===== config.mk =====
export PLATFORM = sky130hd
export DESIGN_NAME = orsc_key_map
export DESIGN_NICKNAME = d
export VERILOG_FILES = /design/src/sv/orsc_pkg.sv /design/src/sv/orsc_key_map.sv
export SDC_FILE = /design/constraint.sdc
export NUM_CORES = 2
export LEC_CHECK = 0
export BUFFER_PORTS_ARGS = -buffer_cell sky130_fd_sc_hd__buf_4
export CAP_MARGIN = 20
export CORE_UTILIZATION = 48
export DETAILED_ROUTE_END_ITERATION = 10
export PLACE_DENSITY = 0.74
export SLEW_MARGIN = 40
export SYNTH_ARGS = -nofsm -noshare
export SYNTH_HDL_FRONTEND = slang
export SYNTH_SLANG_ARGS = --single-unit

===== constraint.sdc =====
create_clock -name i_clk -period 45.8 [get_ports i_clk]
set_input_delay 4.58 -clock i_clk [delete_from_list [all_inputs] [get_ports i_clk]]
set_output_delay 4.58 -clock i_clk [all_outputs]
set_load 0.01 [all_outputs]

===== src/sv/orsc_pkg.sv =====
package orsc_pkg;

    // default geometry
    localparam int KEY_COUNT_DEF = 1024;
    localparam int NUM_SLOTS_DEF = 16;

    // field widths
    localparam int KEY_W      = 10;
    localparam int SLOT_OUT_W = 5;
    localparam int OCC_W      = 5;
    localparam int LEN_W      = 11;
    localparam int DIST_W     = 13;
    localparam int CFG_IDX_W  = 1;

    // distance of a key that is never used again, ranks above every real distance
    localparam logic [DIST_W-1:0] DIST_NEVER = '1;

    localparam logic signed [SLOT_OUT_W-1:0] SLOT_NONE = '1;

    // register indexes
    localparam logic [CFG_IDX_W-1:0] CFG_TRACE_LEN = 1'b0;
    localparam logic [CFG_IDX_W-1:0] CFG_CYCLIC    = 1'b1;

    localparam logic [LEN_W-1:0] TRACE_LEN_RST = 11'd1024;

    typedef enum logic [1:0] {
        OP_LOOKUP = 2'd0,
        OP_ALLOC  = 2'd1,
        OP_CLEAR  = 2'd2,
        OP_NONE   = 2'd3
    } t_op;

    typedef struct packed {
        t_op              op;
        logic [KEY_W-1:0] key;
    } t_in_item;

    typedef struct packed {
        logic signed [SLOT_OUT_W-1:0] slot;
        logic [OCC_W-1:0]             occupied;
        logic                         key_error;
    } t_out_item;

    // key map memory controls
    typedef struct packed {
        logic rd_en;
        logic wr_en;
    } t_map_ctl;

    // slot table controls
    typedef struct packed {
        logic rd_en;
        logic wr_en;
        logic fill;
        logic clear_all;
    } t_slot_ctl;

    // next-use distance of key k seen from trace position pos
    function automatic logic [DIST_W-1:0] f_dist(
        input logic [KEY_W-1:0] k,
        input logic [LEN_W-1:0] pos,
        input logic [LEN_W-1:0] len,
        input logic             cyc
    );
        logic [DIST_W-1:0] kx;
        logic [DIST_W-1:0] px;
        logic [DIST_W-1:0] lx;
        kx = DIST_W'(k);
        px = DIST_W'(pos);
        lx = DIST_W'(len);
        if (kx >= px) begin
            return kx - px;
        end else if (cyc) begin
            return lx - px + kx;
        end else begin
            return DIST_NEVER;
        end
    endfunction

endpackage


===== src/sv/orsc_key_map.sv =====
module orsc_key_map import orsc_pkg::*; #(
    parameter int KEY_COUNT = KEY_COUNT_DEF,
    parameter int NUM_SLOTS = NUM_SLOTS_DEF,
    localparam int KAW = $clog2(KEY_COUNT),
    localparam int SW  = (NUM_SLOTS > 1) ? $clog2(NUM_SLOTS) : 1
) (
    input  logic           i_clk,
    input  logic           i_rst_n,
    input  t_map_ctl       i_ctl,
    input  logic [KAW-1:0] i_rd_addr,
    input  logic [KAW-1:0] i_wr_addr,
    input  logic [SW-1:0]  i_wr_slot,
    output logic [SW-1:0]  o_rd_slot,
    output logic           o_ready
);

    logic [SW-1:0]  mem [KEY_COUNT];
    logic [SW-1:0]  r_rd_slot;
    logic [KAW-1:0] r_sweep_addr;
    logic           r_sweeping;

    // sweep after reset so every entry holds a defined slot number
    always_ff @(posedge i_clk) begin
        if (!i_rst_n) begin
            r_sweep_addr <= '0;
            r_sweeping   <= 1'b1;
        end else if (r_sweeping) begin
            if (r_sweep_addr == KAW'(KEY_COUNT - 1)) begin
                r_sweeping <= 1'b0;
            end else begin
                r_sweep_addr <= r_sweep_addr + KAW'(1);
            end
        end
    end

    // key to slot memory, registered read
    always_ff @(posedge i_clk) begin
        if (r_sweeping) begin
            mem[r_sweep_addr] <= '0;
        end else if (i_ctl.wr_en) begin
            mem[i_wr_addr] <= i_wr_slot;
        end
        if (i_ctl.rd_en) begin
            r_rd_slot <= mem[i_rd_addr];
        end
    end

    assign o_rd_slot = r_rd_slot;
    assign o_ready   = !r_sweeping;

`ifndef SYNTHESIS
    a_no_access_in_sweep: assert property (@(posedge i_clk) disable iff (!i_rst_n)
        (i_ctl.wr_en || i_ctl.rd_en) |-> !r_sweeping)
        else $error("key map accessed during sweep");
`endif

endmodule


Word level (Yosys, flattened, before mapping)
Memory sizes are Yosys's and may differ from the RTL's. A register that Yosys moved wholly into a read port is not among the register bits.
Cells that the tools add are included.
W data, S select, Z words.
{"block": "totals", "word_cells": 19, "regBits": 11, "out_inout_bits": 5, "ram_bits": 4096, "in_bits": 28, "n_memories": 1}
{"block": "classes", "mux": 10, "n_reduce_logical": 3, "n_bitwise": 1, "n_eq_ne": 1, "addsub": 1}
{"name": "mem", "depth": 1024, "word_bits": 4, "read_ports": 1, "rd_clocked_by_memory_dff": 1, "write_ports": 1, "line": "orsc_key_map.sv:17", "text": "logic [SW-1:0] mem [KEY_COUNT];"}
{"op": "$add A10 B1 Y10 const B", "n": 1}
{"op": "$eq A10 B10 Y1 const B", "n": 1}
{"op": "$mux W10", "n": 1}
{"op": "$mux W1", "n": 8}
{"op": "$mux W4", "n": 1}
{"op": "$reduce_or A4 Y1", "n": 1}
{"op": "$reduce_and A2 Y1", "n": 1}
{"op": "$logic_not A1 Y1", "n": 1}
{"op": "$not A1 Y1", "n": 1}

Longest topological paths before layout
{"block": "depth", "depth_word": 5, "depth_mapped": 16, "depth_no_buf": 8}

Least setup slack after synthesis
OpenSTA, ideal clock, no wires.
{"block": "synth_timing", "kind": "input to register", "start": "in i_ctl[0] in the netlist's numbering", "end": "mem mem[0][0] in the netlist's numbering, data pin", "arrival_time_ps": 18230, "stages": 4, "t_required_ps": 42931, "setup_slack_ps": 24701, "path_buffers": 2, "setup_ps": 2869, "cell_sequence": "nor2b_1 clkbuf_1 clkbuf_1 and2_1"}
{"block": "synth_between", "elab_chain_len": 5}
{"item": "from (decl)", "line": "orsc_key_map.sv:9", "text": "input t_map_ctl i_ctl,"}
{"item": "$mux W1", "line": "orsc_key_map.sv:40", "text": "end else if (i_ctl.wr_en) begin"}
{"item": "$mux W1", "line": "orsc_key_map.sv:38", "text": "if (r_sweeping) begin"}
{"item": "$mux W1 (not written as such)", "line": "orsc_key_map.sv:41", "text": "mem[i_wr_addr] <= i_wr_slot;"}
{"item": "$reduce_or A4 Y1 (no source line)"}
{"item": "$mux W4 (no source line)"}
{"item": "to (decl)", "line": "orsc_key_map.sv:17"}
Every way passes these cells.

==> reports/qor.yml <==
syn_to_final_growth_pct: 11.07
grt_overflow: 0
start_util: 0.4827
reg2reg_to: "mem[379][0]$_DFFE_PP_"
clock_path_buffers: 4
root_buffer: "clkbuf_16"
ioPinCount: 33
syn_nets: 8408
cts_tree: "yes"
path_max_fanout: 57
core_sq_um: 337100
dr_total_vias: 85050
syn_inst: 8379
worstPathArrival_ps: 10570
grt_usage: 0.2456
critical-path-top-delay-family: "buffers and inverters"
finalHoldViolCount: 0
cts_resized: 0
worstHoldPathCells: 2
rsz0062_at_grt: "no"
grt_pass1_vias: 85130
p_per_area_nw_per_um2: 41.95
register_area_sq_um: 123300
port_buffers: 32
synth_area_sq_um: 162700
avgSynthCellArea_sq_um: 19.42
antenna_found_initial: 19
hold_start: "r_sweep_addr[1]$_SDFFE_PN0P_"
post-dp-hpwl_microns: 242700
drc_errors: 0
wire_per_inst_microns: 31.86
synth_seq_cells: 4111
yosysWarningCount: 0
die_h_microns: 584.3
path_cells: "buf_16, buf_4, buf_12, buf_16, buf_16, buf_6, buf_6, mux4_2, a22o_1, a221oi_1, o22ai_1, nor4_1, nor3_4, o31ai_1, nand4_1"
synth_edf_count: 4100
critPathBufInv: 7
viasPerCell: 6.419
hold_buffers: 0
hp-class: "reg2reg"
cp_slowest_cell: "nor4_1"
grt_max_degree: 225
worst_ep_required_time_ps: 46430
timing.setup.critical_path_class: "in2reg"
timing.fmax_mhz: 100.6
insertion_delay_ps: 920
h-tree-depth: 5
finalCritPeriodShare: 0.2171
firstDrtPassIters: 8
ant_nets: 0
reg2regPathDepth: 7
max_slew_margin: 0.3699
hold_path_end: "r_sweep_addr[1]$_SDFFE_PN0P_"
seq_area_frac_synth: 0.7579
status: "completed"
slowest_delay_ps: 790
routed_wl_microns: 422200
drt_iter0_drc: 12490
slew_viol_final: 0
postSynth.asyncResetShare: 0
r2r-start: "r_sweeping$_SDFF_PN1_"
path_clk_slew_ps: 60
setup-violations-final: 0
path_common_cell: "buf_16"
clock_sinks: 4111
post-route-min-period_ps: 9943
die_w_microns: 584.3
gp_congestion: 0.8635
cap_violations: 0
post_cts_buffers: 0
synth_ff_type: "edfxtp_1"
endpoint_kind: "register"
rows: 213
grt_pass1_wl_microns: 607400
nFillCells: 24850
die_area_sq_um: 341400
hold-worst-slack_ps: 545.9
max_slew.worst_pin.slew_ps: 945.2
multi_input_area_sq_um: 36620
fin_worst_skew_ps: 38.78
finalSetupTns_ps: 0
ys_types: 77
total_power_mw: 7.582
cp-start-kind: "primary input"
ir_drop_mv: 0.03279
nets: 8440
cts_buffers: 393
drive_gt1_frac: 0.2029
leakagePower_nw: 61.14
r2r_setup_slack_ps: 41460
[flip-flops by register name (all words and copies together), names as in the netlist]
| name | count |
|---|---|
| o_rd_slot | 4 |
| mem | 4096 |
| r_sweep_addr | 10 |
| r_sweeping | 1 |
[worst max-delay path by stage]
stage	slack (ps)	to	startpoint	cells past startpoint
2_1_floorplan	24700	mem[0][0]$_DFFE_PP_	i_ctl[0]	4
3_3_place_gp	33810	o_rd_slot[2]$_DFFE_PP_	i_rd_addr[0]	13
3_5_place_dp	34310	o_rd_slot[2]$_DFFE_PP_	i_rd_addr[0]	15
4_1_cts	35250	o_rd_slot[2]$_DFFE_PP_	i_rd_addr[0]	15
5_1_grt	35520	o_rd_slot[2]$_DFFE_PP_	i_rd_addr[0]	16
6_report	35860	o_rd_slot[2]$_DFFE_PP_	i_rd_addr[0]	15
[power by group]
group / switching, mW / internal, mW
sequential: 0.00124 / 4.07
combinational: 0.171 / 0.103
clock: 1.38 / 1.85
[metal layers]
metal	up-vias	routed length, microns	global-route usage
li1	34250	-	-
met1	43870	150700	0.3325
met2	5912	198300	0.3847
met3	1009	51700	0.05402
met4	10	21450	0.1095
met5	-	62	0
[metrics by stage]
| step | setup slack (ps) | util | cell area, sq um | instances |
|---|---|---|---|---|
| final | 35860 | 0.5362 | 180800 | 13250 |
| after global routing | 35520 | 0.5361 | 180700 | 13240 |
| after CTS | 35250 | 0.5351 | 180400 | 13230 |
| after detailed placement | 34310 | 0.4977 | 167800 | 12520 |
| after global placement | 33810 | 0.4962 | 167300 | 12510 |
| after floorplan | 24700 | - | 162700 | 8379 |
[cell usage in the layout (no fill, tap or decap), types with 32 or more instances in the layout]
cell type	Yosys	routed
edfxtp_1	4100	4100
nor2_1	1118	1110
mux4_2	881	881
clkbuf_16	0	400
mux2i_1	387	387
nand2_1	223	193
a21oi_1	149	149
buf_4	50	143
o221ai_1	135	135
a22oi_1	96	96
o21ai_0	84	84
o22ai_1	83	83
clkinv_1	2	82
clkbuf_1	311	80
clkinv_2	0	72
buf_6	78	47
bufinv_16	0	44
nor3_1	47	38
nand3_1	47	33
a221oi_1	32	32
[logic make-up (layout without fill, tap and decap cells)]
family	count (synthesis)	in the layout	synth area share
flip-flops	4111	4111	0.7579
AND/OR/NAND/NOR	1622	1622	0.04164
multiplexers	1279	1279	0.1469
AO/OA/AOI/OAI	753	753	0.03227
buffers and inverters	605	950	0.02077
XOR/XNOR	8	8	0.0004306
adder cells (fa/ha/maj)	1	1	0.00007687
other	0	10	0
[synth_stat cells (9+ instances only)]
library cell | instances | area, sq um
a221oi_1 | 32 | 280.3
nor4_1 | 27 | 168.9
a211oi_1 | 29 | 217.7
buf_1 | 44 | 165.2
a31oi_1 | 23 | 143.9
dfxtp_1 | 11 | 220.2
nor2_1 | 1118 | 4197
buf_6 | 78 | 878.3
nand2_1 | 223 | 837.1
a22o_1 | 20 | 175.2
o221ai_1 | 135 | 1182
mux4_2 | 881 | 19840
edfxtp_1 | 4100 | 123100
nand2b_1 | 15 | 93.84
nand4_1 | 22 | 137.6
buf_8 | 11 | 165.2
and2_1 | 29 | 181.4
buf_4 | 50 | 375.4
o22ai_1 | 83 | 519.3
inv_1 | 12 | 45.04
o31ai_1 | 11 | 82.58
buf_2 | 91 | 455.4
a21oi_1 | 149 | 745.7
clkbuf_1 | 311 | 1167
mux2i_1 | 387 | 3874
a2111oi_0 | 13 | 113.9
nand3_1 | 47 | 235.2
a211o_1 | 12 | 105.1
nor2b_1 | 15 | 93.84
and3_1 | 9 | 56.30
o21a_1 | 10 | 75.07
or4_1 | 9 | 67.56
o32ai_1 | 10 | 87.58
o21ai_0 | 84 | 420.4
a22oi_1 | 96 | 720.7
nor3b_1 | 9 | 67.56
nor3_1 | 47 | 235.2
or3_1 | 15 | 93.84
[worst reg2reg max path, cell delays in order (launching register included)]
cell and delay [ps]:
dfxtp_1 360, nor2b_1 140, buf_4 280, and2_4 710, buf_6 700, buf_4 770, buf_12 490, buf_16 490
[final cells by class]
| cell class | count | area share |
|---|---|---|
| Antenna cell | 10 | 0.0001384 |
| Clock buffer | 481 | 0.05711 |
| Inverter | 14 | 0.0003461 |
| Sequential cell | 4111 | 0.6824 |
| Tap cell | 4515 | 0.03125 |
| Multi-Input combinational cell | 3663 | 0.2026 |
| Timing Repair Buffer | 228 | 0.01357 |
| Clock inverter | 227 | 0.01263 |
Note: power is estimated with default switching activity, not from simulation.
