$ cat config.mk
export PLATFORM = sky130hd
export DESIGN_NAME = orsc_slot_store
export DESIGN_NICKNAME = d
export VERILOG_FILES = /design/src/sv/orsc_pkg.sv /design/src/sv/orsc_slot_store.sv
export SDC_FILE = /design/constraint.sdc
export NUM_CORES = 1
export LEC_CHECK = 0
export ABC_AREA = 1
export BUFFER_PORTS_ARGS = -buffer_cell sky130_fd_sc_hd__buf_2
export CORE_ASPECT_RATIO = 1.2
export CORE_MARGIN = 2
export CORE_UTILIZATION = 45
export CTS_BUF_LIST = sky130_fd_sc_hd__clkbuf_16
export CTS_CLUSTER_SIZE = 20
export DETAILED_ROUTE_END_ITERATION = 8
export PLACE_DENSITY = 0.68
export SYNTH_ARGS = -nofsm -noshare
export SYNTH_HDL_FRONTEND = slang
export SYNTH_SLANG_ARGS = --single-unit
$ cat constraint.sdc
create_clock -name i_clk -period 1.5 [get_ports i_clk]
set_clock_uncertainty 0.15 [all_clocks]
set_input_delay 0.3 -clock i_clk [delete_from_list [all_inputs] [get_ports i_clk]]
set_output_delay 0.3 -clock i_clk [all_outputs]
set_load 0.1 [all_outputs]
$ cat src/sv/orsc_pkg.sv
package orsc_pkg;

    // default geometry
    localparam int KEY_COUNT_DEF = 1024;
    localparam int NUM_SLOTS_DEF = 16;

    // field widths
    localparam int KEY_W      = 10;
    localparam int SLOT_OUT_W = 5;
    localparam int OCC_W      = 5;
    localparam int LEN_W      = 11;
    localparam int DIST_W     = 13;
    localparam int CFG_IDX_W  = 1;

    // distance of a key that is never used again, ranks above every real distance
    localparam logic [DIST_W-1:0] DIST_NEVER = '1;

    localparam logic signed [SLOT_OUT_W-1:0] SLOT_NONE = '1;

    // register indexes
    localparam logic [CFG_IDX_W-1:0] CFG_TRACE_LEN = 1'b0;
    localparam logic [CFG_IDX_W-1:0] CFG_CYCLIC    = 1'b1;

    localparam logic [LEN_W-1:0] TRACE_LEN_RST = 11'd1024;

    typedef enum logic [1:0] {
        OP_LOOKUP = 2'd0,
        OP_ALLOC  = 2'd1,
        OP_CLEAR  = 2'd2,
        OP_NONE   = 2'd3
    } t_op;

    typedef struct packed {
        t_op              op;
        logic [KEY_W-1:0] key;
    } t_in_item;

    typedef struct packed {
        logic signed [SLOT_OUT_W-1:0] slot;
        logic [OCC_W-1:0]             occupied;
        logic                         key_error;
    } t_out_item;

    // key map memory controls
    typedef struct packed {
        logic rd_en;
        logic wr_en;
    } t_map_ctl;

    // slot table controls
    typedef struct packed {
        logic rd_en;
        logic wr_en;
        logic fill;
        logic clear_all;
    } t_slot_ctl;

    // next-use distance of key k seen from trace position pos
    function automatic logic [DIST_W-1:0] f_dist(
        input logic [KEY_W-1:0] k,
        input logic [LEN_W-1:0] pos,
        input logic [LEN_W-1:0] len,
        input logic             cyc
    );
        logic [DIST_W-1:0] kx;
        logic [DIST_W-1:0] px;
        logic [DIST_W-1:0] lx;
        kx = DIST_W'(k);
        px = DIST_W'(pos);
        lx = DIST_W'(len);
        if (kx >= px) begin
            return kx - px;
        end else if (cyc) begin
            return lx - px + kx;
        end else begin
            return DIST_NEVER;
        end
    endfunction

endpackage

$ cat src/sv/orsc_slot_store.sv
module orsc_slot_store import orsc_pkg::*; #(
    parameter int NUM_SLOTS = NUM_SLOTS_DEF,
    localparam int SW = (NUM_SLOTS > 1) ? $clog2(NUM_SLOTS) : 1,
    localparam int UW = $clog2(NUM_SLOTS + 1)
) (
    input  logic                 i_clk,
    input  logic                 i_rst_n,
    input  t_slot_ctl            i_ctl,
    input  logic [SW-1:0]        i_rd_addr,
    input  logic [SW-1:0]        i_wr_addr,
    input  logic [KEY_W-1:0]     i_wr_key,
    output logic [KEY_W-1:0]     o_rd_key,
    output logic [NUM_SLOTS-1:0] o_valid,
    output logic [SW-1:0]        o_free_slot,
    output logic                 o_any_free,
    output logic [UW-1:0]        o_used
);

    logic [KEY_W-1:0]     mem [NUM_SLOTS];
    logic [KEY_W-1:0]     r_rd_key;
    logic [NUM_SLOTS-1:0] r_valid;
    logic [UW-1:0]        r_used;
    logic [SW-1:0]        free_slot;
    logic                 any_free;

    // slot to key memory, registered read
    always_ff @(posedge i_clk) begin
        if (i_ctl.wr_en) begin
            mem[i_wr_addr] <= i_wr_key;
        end
        if (i_ctl.rd_en) begin
            r_rd_key <= mem[i_rd_addr];
        end
    end

    // occupancy flags and count
    always_ff @(posedge i_clk) begin
        if (!i_rst_n) begin
            r_valid <= '0;
            r_used  <= '0;
        end else if (i_ctl.clear_all) begin
            r_valid <= '0;
            r_used  <= '0;
        end else begin
            if (i_ctl.wr_en) begin
                r_valid[i_wr_addr] <= 1'b1;
            end
            if (i_ctl.fill) begin
                r_used <= r_used + UW'(1);
            end
        end
    end

    // lowest empty slot
    always_comb begin
        free_slot = '0;
        any_free  = 1'b0;
        for (int i = NUM_SLOTS - 1; i >= 0; i--) begin
            if (!r_valid[i]) begin
                free_slot = SW'(i);
                any_free  = 1'b1;
            end
        end
    end

    assign o_rd_key    = r_rd_key;
    assign o_valid     = r_valid;
    assign o_free_slot = free_slot;
    assign o_any_free  = any_free;
    assign o_used      = r_used;

`ifndef SYNTHESIS
    a_fill_empty: assert property (@(posedge i_clk) disable iff (!i_rst_n)
        i_ctl.fill |-> (i_ctl.wr_en && !r_valid[i_wr_addr]))
        else $error("fill of an occupied slot");
    a_used_bound: assert property (@(posedge i_clk) disable iff (!i_rst_n)
        r_used <= UW'(NUM_SLOTS))
        else $error("occupied count above slot count");
`endif

endmodule

# --- After elaboration in Yosys (flattened, before gate mapping) ---
# Memory sizes are Yosys's and may differ from the RTL's. A register that Yosys moved wholly into a read port is not among the register bits.
# Index checks and enable logic that the tools add are counted.
totals:
  output_inout_bits: 36
  inputBits: 24
  ff_bits: 21
  mem_count: 1
  ram_bits: 160
op_classes:
  muxes: 36
  reduce_logical: 2
  add_sub_neg: 1
  bitwise: 2
  order_cmp: 2
mem_list:
  columns: ["memory", "words", "word_bits", "rd", "rd_clocked_by_memory_dff", "write_ports", "line", "rtl"]
  rows:
  - ["mem", 16, 10, 1, 1, 1, "orsc_slot_store.sv:19", "logic [KEY_W-1:0] mem [NUM_SLOTS];"]
op_table:
  columns: ["op", "n"]
  rows:
  - ["2-to-1 mux 4 bit", 16]
  - ["2-to-1 mux 1 bit", 19]
  - ["OR 16 bit", 1]
  - ["adder 5 x 1 -> 5 bit (second input constant)", 1]
  - ["less-than comparator 4 x 5 -> 1 bit (second input constant)", 1]
  - ["demux 1 bit (select 4 bit)", 1]
  - [">= comparator 4 x 1 -> 1 bit (second input constant)", 1]
  - ["OR reduction 2 bit", 1]
  - ["logical AND 1 bit", 1]
  - ["NOT 1 bit", 1]

# --- Logic depth before layout (Yosys ltp) ---
depth:
  depth_word: 16
  depth_mapped: 15
  mapped_depth_nobuf: 15

# --- Worst setup path after synthesis ---
# OpenSTA, ideal clock, no wires.
synth_path:
  path_kind: "register -> output"
  from: "register r_valid[0], in the netlist o_valid[0]"
  to: "output port o_free_slot[3]"
  n_path_buf: 0
  stages_incl_launch_ff: 5
  arrival_ns: 3.609
  slack_ns: -2.559
  t_required_ns: 1.050
  path_cell_list: "dfxtp_1 inv_1 nor4_1 inv_1 nor3_1"
synth_between:
  elab_chain_len: 1
synth_lines:
  columns: ["element", "line", "rtl"]
  rows:
  - ["start: declaration", "orsc_slot_store.sv:21", "logic [NUM_SLOTS-1:0] r_valid;"]
  - ["start signal: assignment", "orsc_slot_store.sv:39", "r_valid <= '0;"]
  - ["start signal: assignment", "orsc_slot_store.sv:42", "r_valid <= '0;"]
  - ["start signal: indexed assignment", "orsc_slot_store.sv:46", "r_valid[i_wr_addr] <= 1'b1;"]
  - ["2-to-1 mux 4 bit", "orsc_slot_store.sv:59", "if (!r_valid[i]) begin"]
  - ["end: declaration", "orsc_slot_store.sv:14", "output logic [SW-1:0] o_free_slot,"]
# Every way passes these cells.

# --- Worst setup path in the final report ---
layout_path:
  from: "register r_valid[15], in the netlist o_valid[15]"
  to: "output port o_free_slot[1]"
layout_between:
  elab_chain_len: 16
layout_lines:
  columns: ["element", "line"]
  rows:
  - ["2-to-1 mux 4 bit (16 in a row)", "orsc_slot_store.sv:59"]
# Every way passes these cells.

==> summary.md <==
| Metric | Value |
|---|---|
| CTS buffer count | `17` |
| Synthesized area per cell | `13.25 µm²` |
| DP Cell Count | `898` |
| Hold Path Class | `in2reg` |
| Gp weighted congestion | `0.8241` |
| Crit end category | `output pin` |
| RSZ-0062 raised after global routing | `yes` |
| P_leak | `3.804 nW` |
| Period utilisation layout | `152.4%` |
| CTS Root Cell | `clkbuf_16` |
| Crit start category | `flop` |
| # diodes | `0` |
| Worst R2R Path Depth | `6` |
| Slew Limit Fails | `0` |
| Syn nets | `603` |
| Bufs on Longest Clock Path | `2` |
| Crit path cell chain | `buf_4, buf_6, nand2_4, nand3_2, nand3_2, a31oi_2, o21ai_1, o21ai_2, nor2_4, buf_12` |
| Final Hold Viols | `0` |
| Pin count of the biggest net entering global routing | `29` |
| Routed WL per cell | `18.59 µm` |
| Crit path DAT | `1840 ps` |
| Sink Count | `191` |
| Die width | `123.1 µm` |
| Sequential share of the synthesized area | `72.15%` |
| Slew margin rel. | `80.46%` |
| Clk_lat worst skew | `430 ps` |
| Worst Path Max Fanout | `4` |
| Fmax achieved | `437.5 MHz` |
| Layout cell share with drive strength beyond 1 | `32.28%` |
| Synth unique cells | `27` |
| Total congestion overflow | `0` |
| Cells after synthesis | `578` |
| Htree depth | `4` |
| RR Endpoint | `o_rd_key[7]$_DFFE_PP_` |
| Nets | `740` |
| CTS tree | `done` |
| Yosys reg bits | `191` |
| Flop-to-flop setup slack | `150 ps` |
| Ys flop type | `edfxtp_1` |
| Netlist Area Pre-Place | `7659 µm²` |
| R2R Path Start | `mem[13][7]$_DFFE_PP_` |
| Status | `finished with violations` |
| Final wirelength | `17550 µm` |
| Core area | `16790 µm²` |
| Post-layout min period | `2286 ps` |
| # rows | `52` |
| Cell with the most instances on the worst path | `nand3_2` |
| Reg clk slew, reported paths | `70 ps` |
| CP required | `1050 ps` |
| Initial antenna violation count | `0` |
| Core Util, Final | `61.27%` |
| All-layer global routing usage | `20.77%` |
| Failing checks | `setup timing` |
| Vias | `4975` |
| Number of global-route vias before repair | `5311` |
| IO Port Bufs | `59` |
| Hold depth | `3` |
| CTS Hold Bufs | `0` |
| Initial Util | `45.62%` |
| Slack of the critical path | `-785.7 ps` |
| Most frequent cells in the layout | `edfxtp_1, inv_1, buf_12` |
| First-pass DRT Iterations | `5` |
| Setup WS pre-CTS | `-323.2 ps` |
| CP Buf/Inv Count | `3` |
| Post-synth ARST share | `0%` |
| Die H | `146.9 µm` |
| Initial DRC count | `277` |
| Global-route wire length before repair | `27960 µm` |
| Worst Hold Path EP | `o_used[1]$_SDFFE_PP0P_` |
| Slew @ Worst Pin | `293.1 ps` |
| Final setup violation count | `21` |
| Min-delay src | `i_ctl[1]` |
| WS Path Type | `reg2out` |
| Max cap viols | `0` |
| Max stage delay on crit path | `350 ps` |
| DRC | `0` |
| Post-synth EDFFs | `170` |
| Peak supply drop | `0.6426 mV` |
| Syn. warnings | `0` |
| Power Dens Cells | `1077 nW/µm²` |
| DIE AREA | `18080 µm²` |
| Most common cell after layout, fill and taps aside | `edfxtp_1` |
| Post-DP HPWL | `11540 µm` |
| I/O Pins | `60` |
| Synth-to-layout area growth | `34.29%` |
| Final instance count without filler cells | `944` |
| CP top delay family | `buffers and inverters` |
| Antenna-violating nets left | `0` |
| Avg Vias per Cell | `5.270` |
| Slowest cell on crit path | `dfxtp_4` |
state kept, by name, summed over array words and instances (netlist names):
name,count
mem,160
o_valid,16
o_rd_key,10
o_used,5
kinds of logic (layout without fill, tap and decap cells):
kind of cell / after synthesis / count (layout) / synth area share (%)
adder cells (fa/ha/maj): 1 / 1 / 0.1633
AO/OA/AOI/OAI: 136 / 136 / 10.33
flip-flops: 191 / 191 / 72.15
buffers and inverters: 93 / 243 / 5.751
AND/OR/NAND/NOR: 116 / 116 / 6.257
multiplexers: 41 / 41 / 5.359
where the power goes:
part	internal (mW)	switching, mW
logic	0.351	0.622
registers	5.88	0.0455
clock network	2.16	2.01
routing by layer:
layer | up-vias | track usage, % | share of wire [%]
met5 | - | 0 | 0
met4 | 0 | 7.727 | 1.9
met3 | 25 | 5.008 | 6.9
met2 | 194 | 35.47 | 52
met1 | 2389 | 25.41 | 39
li1 | 2367 | - | -
worst max-delay path by stage:
| stage | from | to | slack (ps) | cells after the start |
|---|---|---|---|---|
| after CTS | o_valid[15]$_SDFFE_PP0P_ | o_free_slot[0] | -760 | 16 |
| after global routing | o_valid[15]$_SDFFE_PP0P_ | o_free_slot[0] | -900 | 16 |
| after global placement | o_valid[15]$_SDFFE_PP0P_ | o_free_slot[0] | -330 | 16 |
| after floorplan | o_valid[0]$_SDFFE_PP0P_ | o_free_slot[3] | -850 | 4 |
| after detailed placement | o_valid[15]$_SDFFE_PP0P_ | o_free_slot[0] | -320 | 16 |
| final | o_valid[15]$_SDFFE_PP0P_ | o_free_slot[1] | -790 | 10 |
worst min-delay path, stage by stage:
cell	delay, ps
buf_2	130
mux2i_1	80
nor2_1	70
synthesized netlist by cell type (3+ instances only):
| cell | number | share of area (%) |
|---|---|---|
| nand3_1 | 20 | 1.3 |
| mux2i_1 | 41 | 5.4 |
| clkbuf_1 | 11 | 0.54 |
| nand2_1 | 31 | 1.5 |
| buf_2 | 7 | 0.46 |
| a21oi_1 | 45 | 2.9 |
| o21ai_0 | 45 | 2.9 |
| buf_6 | 3 | 0.44 |
| inv_1 | 63 | 3.1 |
| edfxtp_1 | 170 | 67 |
| nor3_1 | 6 | 0.39 |
| o211ai_1 | 39 | 3.8 |
| dfxtp_1 | 21 | 5.5 |
| buf_8 | 3 | 0.59 |
| o21ai_1 | 3 | 0.20 |
| nor2_1 | 55 | 2.7 |
cell type report:
type                            count  area (µm²)
Fill cell                        1254        6501
Sequential cell                   191        5592
Multi-Input combinational cell    294        1828
Timing Repair Buffer              147        1794
Clock buffer                       17       425.4
Tap cell                          216       270.3
Inverter                           64       246.5
Clock inverter                     15       128.9
metrics by stage:
step / total power, mW / cell area, µm² / hold WS, ps / setup TNS [ps]
final: 11.08 / 10280 / 41.57 / -5158
after global routing: 11.43 / 10280 / 38.11 / -6335
after CTS: 11.13 / 10190 / 29.10 / -4765
after detailed placement: 7.017 / 9502 / 345.3 / -13240
after global placement: 6.988 / 9502 / 336.1 / -10990
after floorplan: 6.601 / 7828 / 248.9 / -3217
timing repair:
action / CTS / global route
gates resized for setup: 24 / 13
pin swaps: 11 / 7
setup endpoints to repair: 25 / 31
buffers inserted: 8 / 7
Power figures use the tool's default switching activity.
