## src/sv/orsc_pkg.sv

```systemverilog
package orsc_pkg;

    // default geometry
    localparam int KEY_COUNT_DEF = 1024;
    localparam int NUM_SLOTS_DEF = 16;

    // field widths
    localparam int KEY_W      = 10;
    localparam int SLOT_OUT_W = 5;
    localparam int OCC_W      = 5;
    localparam int LEN_W      = 11;
    localparam int DIST_W     = 13;
    localparam int CFG_IDX_W  = 1;

    // distance of a key that is never used again, ranks above every real distance
    localparam logic [DIST_W-1:0] DIST_NEVER = '1;

    localparam logic signed [SLOT_OUT_W-1:0] SLOT_NONE = '1;

    // register indexes
    localparam logic [CFG_IDX_W-1:0] CFG_TRACE_LEN = 1'b0;
    localparam logic [CFG_IDX_W-1:0] CFG_CYCLIC    = 1'b1;

    localparam logic [LEN_W-1:0] TRACE_LEN_RST = 11'd1024;

    typedef enum logic [1:0] {
        OP_LOOKUP = 2'd0,
        OP_ALLOC  = 2'd1,
        OP_CLEAR  = 2'd2,
        OP_NONE   = 2'd3
    } t_op;

    typedef struct packed {
        t_op              op;
        logic [KEY_W-1:0] key;
    } t_in_item;

    typedef struct packed {
        logic signed [SLOT_OUT_W-1:0] slot;
        logic [OCC_W-1:0]             occupied;
        logic                         key_error;
    } t_out_item;

    // key map memory controls
    typedef struct packed {
        logic rd_en;
        logic wr_en;
    } t_map_ctl;

    // slot table controls
    typedef struct packed {
        logic rd_en;
        logic wr_en;
        logic fill;
        logic clear_all;
    } t_slot_ctl;

    // next-use distance of key k seen from trace position pos
    function automatic logic [DIST_W-1:0] f_dist(
        input logic [KEY_W-1:0] k,
        input logic [LEN_W-1:0] pos,
        input logic [LEN_W-1:0] len,
        input logic             cyc
    );
        logic [DIST_W-1:0] kx;
        logic [DIST_W-1:0] px;
        logic [DIST_W-1:0] lx;
        kx = DIST_W'(k);
        px = DIST_W'(pos);
        lx = DIST_W'(len);
        if (kx >= px) begin
            return kx - px;
        end else if (cyc) begin
            return lx - px + kx;
        end else begin
            return DIST_NEVER;
        end
    endfunction

endpackage

```

## src/sv/orsc_ctrl.sv

```systemverilog
module orsc_ctrl import orsc_pkg::*; #(
    parameter int KEY_COUNT = KEY_COUNT_DEF,
    parameter int NUM_SLOTS = NUM_SLOTS_DEF,
    localparam int KAW = $clog2(KEY_COUNT),
    localparam int SW  = (NUM_SLOTS > 1) ? $clog2(NUM_SLOTS) : 1,
    localparam int UW  = $clog2(NUM_SLOTS + 1)
) (
    input  logic                 i_clk,
    input  logic                 i_rst_n,
    input  logic                 i_start,
    input  t_in_item             i_item,
    output logic                 o_busy,
    output logic                 o_done,
    output t_out_item            o_result,
    input  logic [LEN_W-1:0]     i_len,
    input  logic                 i_cyclic,
    input  logic                 i_len_wr,
    input  logic                 i_init_done,
    output t_map_ctl             o_map_ctl,
    output logic [KAW-1:0]       o_map_rd_addr,
    output logic [KAW-1:0]       o_map_wr_addr,
    output logic [SW-1:0]        o_map_wr_slot,
    input  logic [SW-1:0]        i_map_rd_slot,
    output t_slot_ctl            o_slot_ctl,
    output logic [SW-1:0]        o_slot_rd_addr,
    output logic [SW-1:0]        o_slot_wr_addr,
    output logic [KEY_W-1:0]     o_slot_wr_key,
    input  logic [KEY_W-1:0]     i_slot_rd_key,
    input  logic [NUM_SLOTS-1:0] i_slot_valid,
    input  logic [SW-1:0]        i_free_slot,
    input  logic                 i_any_free,
    input  logic [UW-1:0]        i_used
);

    typedef enum logic [5:0] {
        ST_IDLE   = 6'b000001,
        ST_LOOK   = 6'b000010,
        ST_CHECK  = 6'b000100,
        ST_SCAN   = 6'b001000,
        ST_LAST   = 6'b010000,
        ST_DECIDE = 6'b100000
    } t_state;

    t_state            r_state, n_state;
    t_op               r_op;
    logic [KEY_W-1:0]  r_key;
    logic              r_err;
    logic [LEN_W-1:0]  r_pos, n_pos;
    logic [SW-1:0]     r_idx;
    logic [SW-1:0]     r_cmp_slot;
    logic              r_cmp_vld;
    logic              r_any;
    logic [DIST_W-1:0] r_far;
    logic [SW-1:0]     r_victim;
    logic              r_done;
    t_out_item         r_result, n_result;

    logic              accept;
    logic              key_err_in;
    logic              hit;
    logic              fill_now;
    logic              evict_now;
    logic              finish;
    logic              upd;
    logic [DIST_W-1:0] cur_dist;
    logic [DIST_W-1:0] key_dist;
    logic [LEN_W:0]    pos_inc;

    assign o_busy = (r_state != ST_IDLE) || !i_init_done;
    assign accept = i_start && !o_busy;

    // key bound against the trace length and the map depth
    assign key_err_in = ({1'b0, i_item.key} >= i_len) || (32'(i_item.key) >= KEY_COUNT);

    // slot read back from the key map is live only if the slot still holds this key
    assign hit = i_slot_valid[i_map_rd_slot] && (i_slot_rd_key == r_key);

    assign fill_now  = (r_state == ST_CHECK) && (r_op == OP_ALLOC) && !hit && i_any_free;
    assign cur_dist  = f_dist(i_slot_rd_key, r_pos, i_len, i_cyclic);
    assign key_dist  = f_dist(r_key, r_pos, i_len, i_cyclic);
    assign evict_now = (r_state == ST_DECIDE) && (key_dist < r_far);
    assign upd       = r_cmp_vld && (!r_any || (cur_dist > r_far));
    assign pos_inc   = {1'b0, r_pos} + (LEN_W + 1)'(1);

    // memory ports
    always_comb begin
        o_map_ctl.rd_en = accept;
        o_map_ctl.wr_en = fill_now || evict_now;
        o_map_rd_addr   = KAW'(i_item.key);
        o_map_wr_addr   = KAW'(r_key);
        o_map_wr_slot   = fill_now ? i_free_slot : r_victim;

        o_slot_ctl.rd_en     = (r_state == ST_LOOK) || (r_state == ST_SCAN);
        o_slot_ctl.wr_en     = fill_now || evict_now;
        o_slot_ctl.fill      = fill_now;
        o_slot_ctl.clear_all = (r_state == ST_LOOK) && (r_op == OP_CLEAR);
        o_slot_rd_addr       = (r_state == ST_LOOK) ? i_map_rd_slot : r_idx;
        o_slot_wr_addr       = fill_now ? i_free_slot : r_victim;
        o_slot_wr_key        = r_key;
    end

    // sequencer and result
    always_comb begin
        n_state            = r_state;
        n_pos              = r_pos;
        finish             = 1'b0;
        n_result.slot      = SLOT_NONE;
        n_result.occupied  = OCC_W'(i_used);
        n_result.key_error = 1'b0;
        case (r_state)
            ST_IDLE: begin
                if (accept) begin
                    n_state = ST_LOOK;
                end
            end
            ST_LOOK: begin
                if (r_err || (r_op == OP_CLEAR) || (r_op == OP_NONE)) begin
                    finish             = 1'b1;
                    n_result.key_error = r_err;
                    if (r_op == OP_CLEAR) begin
                        n_result.occupied = '0;
                        n_pos             = '0;
                    end
                    n_state = ST_IDLE;
                end else begin
                    n_state = ST_CHECK;
                end
            end
            ST_CHECK: begin
                if (r_op == OP_LOOKUP) begin
                    finish  = 1'b1;
                    n_state = ST_IDLE;
                    if (hit) begin
                        n_result.slot = SLOT_OUT_W'(i_map_rd_slot);
                    end
                    n_pos = (pos_inc >= {1'b0, i_len}) ? '0 : pos_inc[LEN_W-1:0];
                end else if (hit) begin
                    finish        = 1'b1;
                    n_state       = ST_IDLE;
                    n_result.slot = SLOT_OUT_W'(i_map_rd_slot);
                end else if (i_any_free) begin
                    finish            = 1'b1;
                    n_state           = ST_IDLE;
                    n_result.slot     = SLOT_OUT_W'(i_free_slot);
                    n_result.occupied = OCC_W'(i_used) + OCC_W'(1);
                end else begin
                    n_state = ST_SCAN;
                end
            end
            ST_SCAN: begin
                if (r_idx == SW'(NUM_SLOTS - 1)) begin
                    n_state = ST_LAST;
                end
            end
            ST_LAST: begin
                n_state = ST_DECIDE;
            end
            ST_DECIDE: begin
                finish  = 1'b1;
                n_state = ST_IDLE;
                if (evict_now) begin
                    n_result.slot = SLOT_OUT_W'(r_victim);
                end
            end
            default: begin
                n_state = ST_IDLE;
            end
        endcase
    end

    // control registers
    always_ff @(posedge i_clk) begin
        if (!i_rst_n) begin
            r_state   <= ST_IDLE;
            r_pos     <= '0;
            r_done    <= 1'b0;
            r_cmp_vld <= 1'b0;
            r_any     <= 1'b0;
            r_idx     <= '0;
        end else begin
            r_state <= n_state;
            r_done  <= finish;
            if (i_len_wr) begin
                r_pos <= '0;
            end else begin
                r_pos <= n_pos;
            end
            if (r_state == ST_CHECK) begin
                r_idx     <= '0;
                r_cmp_vld <= 1'b0;
                r_any     <= 1'b0;
            end else if (r_state == ST_SCAN) begin
                r_idx     <= r_idx + SW'(1);
                r_cmp_vld <= 1'b1;
            end
            if (upd && ((r_state == ST_SCAN) || (r_state == ST_LAST))) begin
                r_any <= 1'b1;
            end
        end
    end

    // item and scan payload
    always_ff @(posedge i_clk) begin
        if (accept) begin
            r_op  <= i_item.op;
            r_key <= i_item.key;
            r_err <= key_err_in && ((i_item.op == OP_LOOKUP) || (i_item.op == OP_ALLOC));
        end
        if (r_state == ST_SCAN) begin
            r_cmp_slot <= r_idx;
        end
        if (upd && ((r_state == ST_SCAN) || (r_state == ST_LAST))) begin
            r_far    <= cur_dist;
            r_victim <= r_cmp_slot;
        end
        if (finish) begin
            r_result <= n_result;
        end
    end

    assign o_done   = r_done;
    assign o_result = r_result;

`ifndef SYNTHESIS
    a_done_src: assert property (@(posedge i_clk) disable iff (!i_rst_n)
        r_done |-> ($past(r_state) == ST_LOOK || $past(r_state) == ST_CHECK
                    || $past(r_state) == ST_DECIDE))
        else $error("result beat from a non-final step");
    a_err_no_slot: assert property (@(posedge i_clk) disable iff (!i_rst_n)
        (r_done && r_result.key_error) |-> (r_result.slot == SLOT_NONE))
        else $error("slot returned with key error");
`endif

endmodule

```

## config.mk

```make
export PLATFORM = sky130hd
export DESIGN_NAME = orsc_ctrl
export DESIGN_NICKNAME = d
export VERILOG_FILES = /design/src/sv/orsc_pkg.sv /design/src/sv/orsc_ctrl.sv
export SDC_FILE = /design/constraint.sdc
export NUM_CORES = 1
export LEC_CHECK = 0
export ABC_CLOCK_PERIOD_IN_PS = 6000
export BUFFER_PORTS_ARGS = -buffer_cell sky130_fd_sc_hd__buf_2
export CAP_MARGIN = 20
export CORE_ASPECT_RATIO = 0.9
export CORE_MARGIN = 10
export CORE_UTILIZATION = 58
export DETAILED_ROUTE_END_ITERATION = 16
export GPL_TIMING_DRIVEN = 0
export PLACE_DENSITY = 0.82
export SYNTH_ARGS = -nofsm -noshare
export SYNTH_HDL_FRONTEND = slang
export SYNTH_SLANG_ARGS = --single-unit
```

## constraint.sdc

```tcl
create_clock -name i_clk -period 6 [get_ports i_clk]
set_clock_uncertainty 0.15 [all_clocks]
set_input_delay 0.6 -clock i_clk [delete_from_list [all_inputs] [get_ports i_clk]]
set_output_delay 0.6 -clock i_clk [all_outputs]
set_load 0.05 [all_outputs]
```

# Yosys cells after proc, flatten, opt, wreduce, memory -nomap -nowiden
# Index checks and enable logic that the tools add are counted.
# W data, S select, Z words.
totals:
  reg_bits: 69
  ram_bits: 0
  mem_count: 0
  inputBits: 69
  out_inout_bits: 61
  latch_bits: 0
  word_cells: 118
  rom_bits: 0
op_classes:
  mux: 38
  bitwise: 1
  magnitude_cmp: 7
  reduce_logical: 31
  n_addsub: 8
  shifts: 0
  mul: 0
  eq_ne: 18
  div: 0
op_table:
  columns: ["operator", "count"]
  rows:
  - ["$mux W13", 4]
  - ["$mux W11", 4]
  - ["$mux W5", 7]
  - ["$ge A10 B11 Y1", 3]
  - ["$mux W6", 5]
  - ["$pmux W6 S5", 1]
  - ["$sub A10 B11 Y12", 2]
  - ["$pmux W11 S2", 1]
  - ["$pmux W5 S2", 2]
  - ["$add A12 B11 Y13", 1]
  - ["$add A13 B10 Y13", 1]
  - ["$gt A13 B13 Y1", 1]
  - ["$lt A13 B13 Y1", 1]
  - ["$add A11 B1 Y12 const B", 1]
  - ["$ge A12 B11 Y1", 1]
  - ["$mux W4", 3]
  - ["$sub A11 B11 Y12", 1]
  - ["$eq A10 B10 Y1", 1]
  - ["$logic_and A1 B1 Y1", 10]
  - ["$mux W10", 1]
  - ["$logic_or A1 B1 Y1", 8]
  - ["$mux W1", 7]
  - ["$eq A6 B1 Y1 const B", 1]
  - ["$eq A6 B2 Y1 const B", 1]
  - ["other kinds (23)", 35]

# Depth between registers and ports, before layout
logic_depth:
  depth_word: 9
  depth_mapped: 23
  ltp_nobuf: 23

# Worst setup path after synthesis
# OpenSTA, ideal clock, no wires.
synth_path:
  path_kind: "input to output"
  startpoint: "input port i_len[0]"
  endpoint: "output port o_slot_ctl[2] (netlist bit)"
  n_path_buf: 1
  arrival_time_ps: 4731
  required_ps: 5250
  slack_ps: 519
  path_stages: 22
  path_cell_list: "inv_1 -> ha_1 -> fa_1 -> nor2b_1 -> o31a_1 -> nor2_1 -> nor2_1 -> a21oi_1 -> ha_1 -> or3_1 -> nor3_1 -> nor4b_1 -> o41ai_1 -> xor2_1 -> o22a_1 -> ha_1 -> a21o_1 -> a211oi_1 -> o21ai_0 -> a21oi_1 -> a21o_2 -> buf_4"
synth_lines:
  columns: ["item", "line", "source"]
  rows:
  - ["from (decl)", "orsc_ctrl.sv:15", "input logic [LEN_W-1:0] i_len,"]
  - ["to (decl)", "orsc_ctrl.sv:24", "output t_slot_ctl o_slot_ctl,"]

==> impl_metrics.py <==
metrics = {
    "status": {
        "status": "completed",
    },
    "sta": {
        "maxSlewViolCount": 0,
        "worstMarginPinSlew_ns": 0.821,
        "setup_slack_ns": 0.135,
        "period_needed_ns": 5.86,
        "fin_crit_sh": 0.977,
        "holdWs_ns": 0.273,
        "finalSetupViolCount": 0,
        "max_freq_ghz": 0.171,
        "hold_violations": 0,
        "slew_headroom": 0.451,
    },
    "routing": {
        "drt_iter0_markers": 532,
        "wl_met1_mm": 8.32,
        "top_layer_used": "met4",
        "route.detailed.drc": 0,
        "first_pass_iters": 6,
        "wl_per_cell_um": 17.5,
        "wl_met3_mm": 1.54,
        "wl_met2_mm": 9.36,
        "vias_per_cell": 5.78,
        "vias": 6477,
        "totalWireLength_mm": 19.6,
        "postRouteAntennaNets": 0,
    },
    "finish": {
        "antenna_cells": 0,
        "layout_common_cells": "buf_2 (128), ha_1 (97), nor2_1 (75)",
        "final_nets": 1129,
        "multiInputGateArea_um2": 4770,
        "post_route_cells_drive_above_1_share": 0.225,
        "fillers": 948,
        "area_delta_synth_final_pct": 18.3,
        "layout_commonest_cell": "buf_2",
        "fin_util": 0.694,
        "regArea_um2": 1840,
    },
    "setup_path": {
        "criticalPathCategory": "reg -> out",
        "path_cells": "inv_2, ha_1, nor2b_1, o31a_1, o311a_1, a21oi_2, xnor2_2, ha_1, and2_1, o41ai_2, xor2_1, o22a_1, ha_1, and3_1, nand4_1, nor2_2, o211ai_1, a21o_2, buf_4, buf_4",
        "r2r_end": "r_far[7]",
        "cp_max_fo": 6,
        "ff2ff_path_depth": 20,
        "r2r_slack_ns": 0.44,
        "cp_data_arrival_time_ns": 5.11,
        "required_ns": 5.25,
        "crit-reg2reg-launch": "r_pos[1]",
        "worstSetupStartpointType": "flop",
        "max_stage_delay_ns": 0.40,
        "critPathSlowestCell": "dfxtp_2",
        "critPathCaptureType": "primary output",
        "crit_top_cell": "ha_1",
    },
    "power_and_ir_drop": {
        "power_density_nw_per_um2": 234,
        "leakagePower_nw": 3.74,
        "ir_worst_vdd_uv": 212,
    },
    "global_routing": {
        "grt_pass1_vias": 6390,
        "grt_overflow": 0,
        "grt_max_degree": 15,
        "globalRouteTotalUtil": 0.226,
        "grt_pass1_wl_mm": 31.1,
        "antenna_found_initial": 0,
    },
    "synth": {
        "syn_area_um2": 7000,
        "synth_top_area_share": 0.193,
        "yosys.area.top_type": "edfxtp_1",
        "syn_avg_cell_area_um2": 8.63,
        "syn_inst": 812,
        "yosys_warnings": 0,
        "synth_area_leaders": "edfxtp_1 (19%), ha_1 (18%), dfxtp_1 (6.9%), o21ai_0 (4.5%), nor2_1 (4.1%)",
        "ys_ff_latch": 69,
        "synth_cell_types": 67,
        "ys_seq_area_frac": 0.262,
        "ys.flop_type": "edfxtp_1",
        "syn_nets": 986,
        "synthArstFlopShare": 0,
        "synth_edf_count": 45,
    },
    "clock_network": {
        "clock_path_buffers": 2,
        "cts.htree.levels": 3,
        "clock_latency_ns": 0.34,
        "tritoncts": "built",
        "clock_sinks": 69,
        "cts_root_buf": "clkbuf_16",
        "cts.clk_slew.worst_paths_ns": 0.06,
        "cts_buffers": 9,
    },
    "floorplanning": {
        "io_pins": 130,
        "floorplan.die.width_um": 136,
        "rows": 38,
        "die-area_um2": 16900,
        "start_util": 0.587,
        "core_region_area_um2": 11900,
        "fp.dieH_um": 124,
    },
    "worst_hold_path": {
        "hp-class": "reg -> reg",
        "hold_end": "r_victim[0]",
        "worstHoldPathCells": 0,
        "min-delay-start": "r_cmp_slot[0]",
    },
    "placed_design": {
        "dpl_worst_slack_ns": -0.156,
        "io_buffers": 128,
        "place_hpwl_mm": 16.0,
        "place.gp.congestion": 0.954,
    },
    "flow_run": {
        "max_cap_violations": 0,
    },
}
==> routing by layer <==
metal  track usage  vias up
met5             0        -
met3        0.0520       24
li1              -     3225
met2         0.372      213
met1         0.287     3015
met4        0.0665        0
==> metrics by stage <==
step	TNS [ns]	power, mW	std cells	instance area (um2)
3_5_place_dp	-0.229	1.38	1101	7860
5_1_grt	-0.0691	2.05	1120	8290
4_1_cts	0	1.92	1117	8180
2_1_floorplan	0	1.18	812	7000
6_report	0	1.94	1120	8290
3_3_place_gp	-7.69	1.37	1100	7850
==> worst max-delay path: cells and delay by family (launching register included) <==
kind / cells / cell delay (ns)
flip-flops: 1 / 0.40
AND/OR/NAND/NOR: 5 / 0.91
XOR/XNOR: 2 / 0.23
buffers and inverters: 3 / 0.41
adder cells (fa/ha/maj): 3 / 0.95
AO/OA/AOI/OAI: 7 / 1.89
==> synth_stat cells, types with 13 or more instances <==
library cell    n
a31oi_1        13
edfxtp_1       45
nor2_1         77
a21oi_1        48
nand2_1        62
nand4_1        18
inv_1          61
o21ai_0        63
buf_4          28
xor2_1         25
xnor2_1        32
nand3_1        15
o21a_1         13
nor2b_1        17
a21o_1         17
dfxtp_1        24
ha_1          100
==> worst max-delay path by stage <==
stage,startpoint,end,slack [ns],cells after the start
2_1_floorplan,i_len[0],o_slot_ctl[2],0.52,22
3_3_place_gp,i_len[0],r_far[2],-0.44,21
3_5_place_dp,i_len[0],o_slot_ctl[2],-0.16,24
4_1_cts,r_pos[2],o_slot_ctl[2],0.02,20
5_1_grt,i_len[0],o_slot_ctl[2],-0.07,24
6_report,r_pos[1],o_slot_ctl[2],0.14,20
==> power breakdown <==
group / total (mW) / internal [mW] / switching [mW] / leakage, nW
Combinational: 0.832 / 0.320 / 0.512 / 3.00
Sequential: 0.580 / 0.541 / 0.0386 / 0.598
Clock: 0.531 / 0.318 / 0.213 / 0.149
Total: 1.94 / 1.18 / 0.764 / 3.74
==> cell families after synthesis <==
kind of cell / count (synthesis) / share of synthesized area
and+or+nand+nor: 257 / 0.182
AOI/OAI and AO/OA: 210 / 0.192
adders and majority gates: 105 / 0.193
buffers and inverters: 103 / 0.0729
DFF: 69 / 0.262
xor gates and xnor gates: 57 / 0.0713
muxes: 11 / 0.0277
==> what timing repair did <==
action,4_1_cts,5_1_grt
endpoints found under the setup margin,2,13
gates cloned,0,0
hold buffers,0,0
pin swaps,1,4
setup buffers,0,2
gates resized for setup,7,18
==> registers in the layout (all words and copies together), names as in the netlist <==
| name | cells |
|---|---|
| r_victim | 4 |
| r_far | 13 |
| o_result | 11 |
| r_idx | 4 |
| r_err | 1 |
| o_done | 1 |
| r_cmp_vld | 1 |
| r_pos | 11 |
| r_state | 6 |
| o_map_wr_addr | 10 |
| r_cmp_slot | 4 |
| r_op | 2 |
| r_any | 1 |
==> final cells by class <==
type / instances / area share
buffer: 42 / 0.0340
clock buffer: 12 / 0.0323
clock inverter: 4 / 0.00317
inverter: 61 / 0.0276
multi-input combinational: 640 / 0.575
sequential: 69 / 0.222
tap: 160 / 0.0242
timing repair buffer: 132 / 0.0814
No activity file was read; power rests on OpenSTA's default activity.
